File: src/rtl/bfa_ram.sv
`timescale 1ns / 1ps
// ----------------------------------------------------------------------------
// bfa_ram
// Generic single-port RAM with registered read data.
// ----------------------------------------------------------------------------
module bfa_ram #(
  parameter int Width = 8,
  parameter int Depth = 256
) (
  input  logic                     clk,
  input  logic                     we,
  input  logic [$clog2(Depth)-1:0] addr,
  input  logic [Width-1:0]         wdata,
  output logic [Width-1:0]         rdata
);

  logic [Width-1:0] mem [Depth];

  always_ff @(posedge clk) begin
    if (we) begin
      mem[addr] <= wdata;
    end
    rdata <= mem[addr];
  end

endmodule

File: config.mk
export PLATFORM = sky130hd
export DESIGN_NAME = bfa_ram
export DESIGN_NICKNAME = d
export VERILOG_FILES = /design/src/rtl/bfa_ram.sv
export SDC_FILE = /design/constraint.sdc
export NUM_CORES = 2
export LEC_CHECK = 0
export BUFFER_PORTS_ARGS = -buffer_cell sky130_fd_sc_hd__buf_2
export CAP_MARGIN = 20
export CORE_AREA = 2 2 400 402
export CTS_BUF_LIST = sky130_fd_sc_hd__clkbuf_4
export DETAILED_ROUTE_END_ITERATION = 6
export DIE_AREA = 0 0 402 404
export PLACE_DENSITY = 0.65
export REMOVE_ABC_BUFFERS = 1
export SLEW_MARGIN = 10
export SYNTH_ARGS = -nofsm -noshare
export SYNTH_HDL_FRONTEND = slang
export SYNTH_SLANG_ARGS = --single-unit
File: constraint.sdc
create_clock -name clk -period 3.1 [get_ports clk]
set_clock_uncertainty 0.15 [all_clocks]
set_input_delay 0.31 -clock clk [delete_from_list [all_inputs] [get_ports clk]]
set_output_delay 0.31 -clock clk [all_outputs]
set_load 0.05 [all_outputs]
* Yosys cells after proc, flatten, opt, wreduce, memory -nomap -nowiden
Memory sizes are Yosys's and may differ from the RTL's. A register that Yosys moved wholly into a read port is not among the register bits.
Index checks and enable logic that the tools add are counted.
** Word-level totals
- Bits in registers :: 0
- Memories :: 1
- Bits in writable memories :: 2048
- Logic and storage cells :: 3
** Operators by class
- Mux-type cells :: 2
** Memories
- mem :: depth 256, bits a word 8, read ports 1, clocked after memory_dff 1, wr ports 1, line 17 : logic [Width-1:0] mem [Depth];
** Operators with widths (count)
- 2-to-1 mux 1 bit :: 2

* Longest topological paths before layout
- Word-level depth :: 2
- Gate-level depth with buffers :: 10

* Worst setup path after synthesis
OpenSTA, ideal clock, no wires.
- Path kind :: input -> register
- Start :: input addr[1]
- End :: memory mem[111][0], enable pin
- Arrival time :: 2159 ps
- Slack :: 421 ps
- Cell stages on the path :: 9
- Data required time :: 2580 ps
- Path through :: buf_2 -> clkbuf_1 -> clkbuf_1 -> nand2_1 -> buf_2 -> nor2_1 -> nand2_1 -> clkbuf_1 -> nor2_1
** RTL lines
- start, declared :: line 12 : input logic [$clog2(Depth)-1:0] addr,
- end, declared :: line 17
Straight into the memory's write port.

==> run_results.csv <==
group,metric,value,unit
cts,cts.sinks,2056,
place,dp_worst_setup_slack,-0.488,ns
sta,timing.final.crit_share,92.1,%
yosys,synth_compound_area_share,3.62,%
min_path,whs_path_depth,2,
yosys,yosys.area_share.xor_xnor,0,%
min_path,worstHoldPathType,"primary input to flop",
place,dp_hpwl,118000,microns
floorplan,boundaryPins,26,
yosys,synthSimpleGateAreaFrac,1.73,%
sta,hold_viol,0,
sta,setup_tns,0,ns
global_routing,grt_pass1_wl,284000,microns
worst_setup_path,required,4.15,ns
cts,htreeDepth,6,
route,wl_per_cell,28.4,microns
worst_setup_path,start_kind,"flop",
global_routing,track_usage,24.2,%
sta,tightest_slew,1.06,ns
sta,finalSetupViolCount,0,
yosys,syn_area,78500,sq um
cells_and_area,nets,4427,
global_routing,grt_overflow,0,
cells_and_area,final_core_utilization,58.2,%
cells_and_area,stdcell_count,6861,
floorplan,design.core.area,158000,sq um
run,max-cap-violations,0,
route,wl,195000,microns
sta,final_max_slew_viol_count,0,
yosys,synthCells,3547,
route,drt_iter0_drc,4568,
yosys,synthArstFlopShare,0,%
route,remaining_drc_errors,0,
yosys,synth_cell_type_count,22,
cts,clock_latency,1.39,ns
worst_setup_path,crit_arrival,3.91,ns
cells_and_area,final_cell_area,91800,sq um
floorplan,dieArea,162000,sq um
yosys,synth_mux_area_share,14.7,%
power_and_ir_drop,ir_worst_vdd,0.456,mV
power_and_ir_drop,power_density,613,nW/um^2
cts,cts_tree,"built",
yosys,ys_top_cells_by_area,"edfxtp_1, mux4_2, a22oi_1",
yosys,synth_top_area_cell,"edfxtp_1",
cts,cts_setup_buffers,0,
yosys,synth_edf_count,2048,
route,ant_nets,0,
worst_setup_path,worstPathMaxFanout,1,
yosys,yosysMostFrequentCell,"edfxtp_1",
sta,rsz0062_at_grt,"no",
route,dr_total_vias,40900,
yosys,avgSynthCellArea,22.1,sq um
floorplan,die_y,404,microns
yosys,synth-seq-cells,2056,
run_status,outcome,"completed",
cells_and_area,area_growth,17.0,%
worst_setup_path,worstSetupPathType,"flop to flop",
global_routing,antenna_found_initial,16,
yosys,ys_warn_count,0,
worst_setup_path,critPathCaptureType,"flop",
cts,root_buffer,"clkbuf_4",
floorplan,start_util,49.7,%
place,place_area,84800,sq um
yosys,synthAdderAreaFrac,0,%
global_routing,grt_max_degree,125,
yosys,synth_top_area_share,78.3,%
route,drt-vias-per-instance,5.97,
floorplan,die_w,402,microns
yosys,synth_top_family_by_area,"multiplexers",
yosys,synth_ff_type,"edfxtp_1",
sta,fin_crit,2.85,ns
cells_and_area,drive_gt1_share,38.9,%
cts,cts_buffers,540,
yosys,synth_commonest_cells,"edfxtp_1, mux4_2, a22oi_1, nor2_1, clkbuf_1",
cells_and_area,fillers,11700,
place,portBuffers,25,
global_routing,first_global_vias,42300,
floorplan,rows,146,
sta,setup_ws,0.246,ns
sta,fmax,350,MHz
yosys,yosysSeqAreaShare,78.6,%
sta,relSlewSlack,29.5,%
route,dr.pass1.iters,5,
place,dp_cells,5900,
place,globalplace.congestion,0.825,
worst_setup_path,reg2regPathDepth,7,
cts,clockBufferDepth,4,
cts,clkSlewWorstSetupHoldPaths,0.08,ns
power_and_ir_drop,power_leakage,29.7,nW
## kinds of logic after synthesis
family                 count (synthesis)
AO/OA/AOI/OAI                        416
buffers and inverters                233
flip-flops                          2056
multiplexers                         512
AND/OR/NAND/NOR                      330
## layer usage
layer | share of wire [%] | wire length (microns) | up-vias | track usage (%)
met5 | 0.040 | 78 | - | 0
met4 | 2.8 | 5420 | 10 | 8.51
met3 | 9.6 | 18700 | 352 | 5.98
met2 | 48 | 94000 | 2093 | 37.7
met1 | 39 | 76800 | 21300 | 33.7
li1 | - | - | 17200 | -
## timing repair
| item | CTS | global route |
|---|---|---|
| gates resized for setup | 0 | 1 |
| endpoints found under the hold margin | 4021 | 0 |
| hold buffers | 39 | 0 |
| setup endpoints to repair | 0 | 1 |
## final timing paths
path,startpoint,endpoint,slack (ns)
worst min register to register,mem[105][2]$_DFFE_PP_,rdata[2]$_DFF_P_,0.88
worst max-delay path,mem[254][3]$_DFFE_PP_,rdata[3]$_DFF_P_,0.25
worst max register to register,mem[254][3]$_DFFE_PP_,rdata[3]$_DFF_P_,0.25
worst min-delay path,wdata[1],mem[16][1]$_DFFE_PP_,0.13
## metrics by stage
step,power (mW),hold WS (ns)
2_1_floorplan,32.4,0.259
3_3_place_gp,34.1,0.589
3_5_place_dp,34.1,0.593
4_1_cts,56.8,0.0213
5_1_grt,58.4,0.0720
6_report,56.3,0.127
## area by class of cell
| type | count | area [sq um] | share of cell area [%] |
|---|---|---|---|
| Multi-Input combinational cell | 1258 | 15800 | 17.2 |
| Clock inverter | 143 | 778 | 0.847 |
| Antenna cell | 10 | 25.0 | 0.0272 |
| Sequential cell | 2056 | 61700 | 67.1 |
| Timing Repair Buffer | 552 | 5180 | 5.64 |
| Clock buffer | 769 | 5770 | 6.29 |
| Tap cell | 2072 | 2590 | 2.82 |
| Inverter | 1 | 3.75 | 0.00409 |
## report_power, final
| part | total [mW] | internal, mW | switching (mW) |
|---|---|---|---|
| registers | 30.7 | 30.6 | 0.0659 |
| clock network | 22.7 | 12.1 | 10.6 |
| logic | 2.92 | 1.11 | 1.80 |
## flip-flops by register name, indices dropped and copies added (netlist names)
signal / cells
mem: 2048
rdata: 8
## critical path, stage by stage, from the launching register on
cell and delay (ns):
edfxtp_1 0.37, mux4_2 0.46, a22oi_1 0.40, a21oi_1 0.16, o41ai_1 0.35, dlygate4sd3_1 0.60
buf_4 0.10, nand4_1 0.07
## layout by cell type (no fill, tap or decap)
| cell type | n |
|---|---|
| clkbuf_8 | 2 |
| inv_1 | 1 |
| buf_8 | 8 |
| dlygate4sd3_1 | 34 |
| buf_16 | 4 |
| buf_12 | 67 |
| buf_4 | 421 |
| clkbuf_4 | 769 |
| nor2_1 | 231 |
| bufinv_16 | 8 |
| dfxtp_1 | 8 |
| nand2b_1 | 4 |
| nor2b_4 | 2 |
| nor2b_1 | 5 |
| nand4_1 | 8 |
| edfxtp_1 | 2048 |
| diode_2 | 10 |
| o41ai_1 | 26 |
| inv_2 | 17 |
| and2_1 | 2 |
| nor2_4 | 1 |
| buf_2 | 16 |
| nand2_1 | 28 |
| a22oi_1 | 256 |
| clkinvlp_4 | 1 |
| nor3_1 | 30 |
| clkinv_4 | 2 |
| or2_2 | 2 |
| clkinv_2 | 14 |
| or3_1 | 1 |
| clkinv_1 | 101 |
| nand3_2 | 4 |
| and2_4 | 1 |
| o41ai_2 | 6 |
| nand2b_2 | 2 |
| nand3_1 | 9 |
| a21oi_1 | 128 |
| mux4_2 | 512 |
No activity file was read; power rests on OpenSTA's default activity.
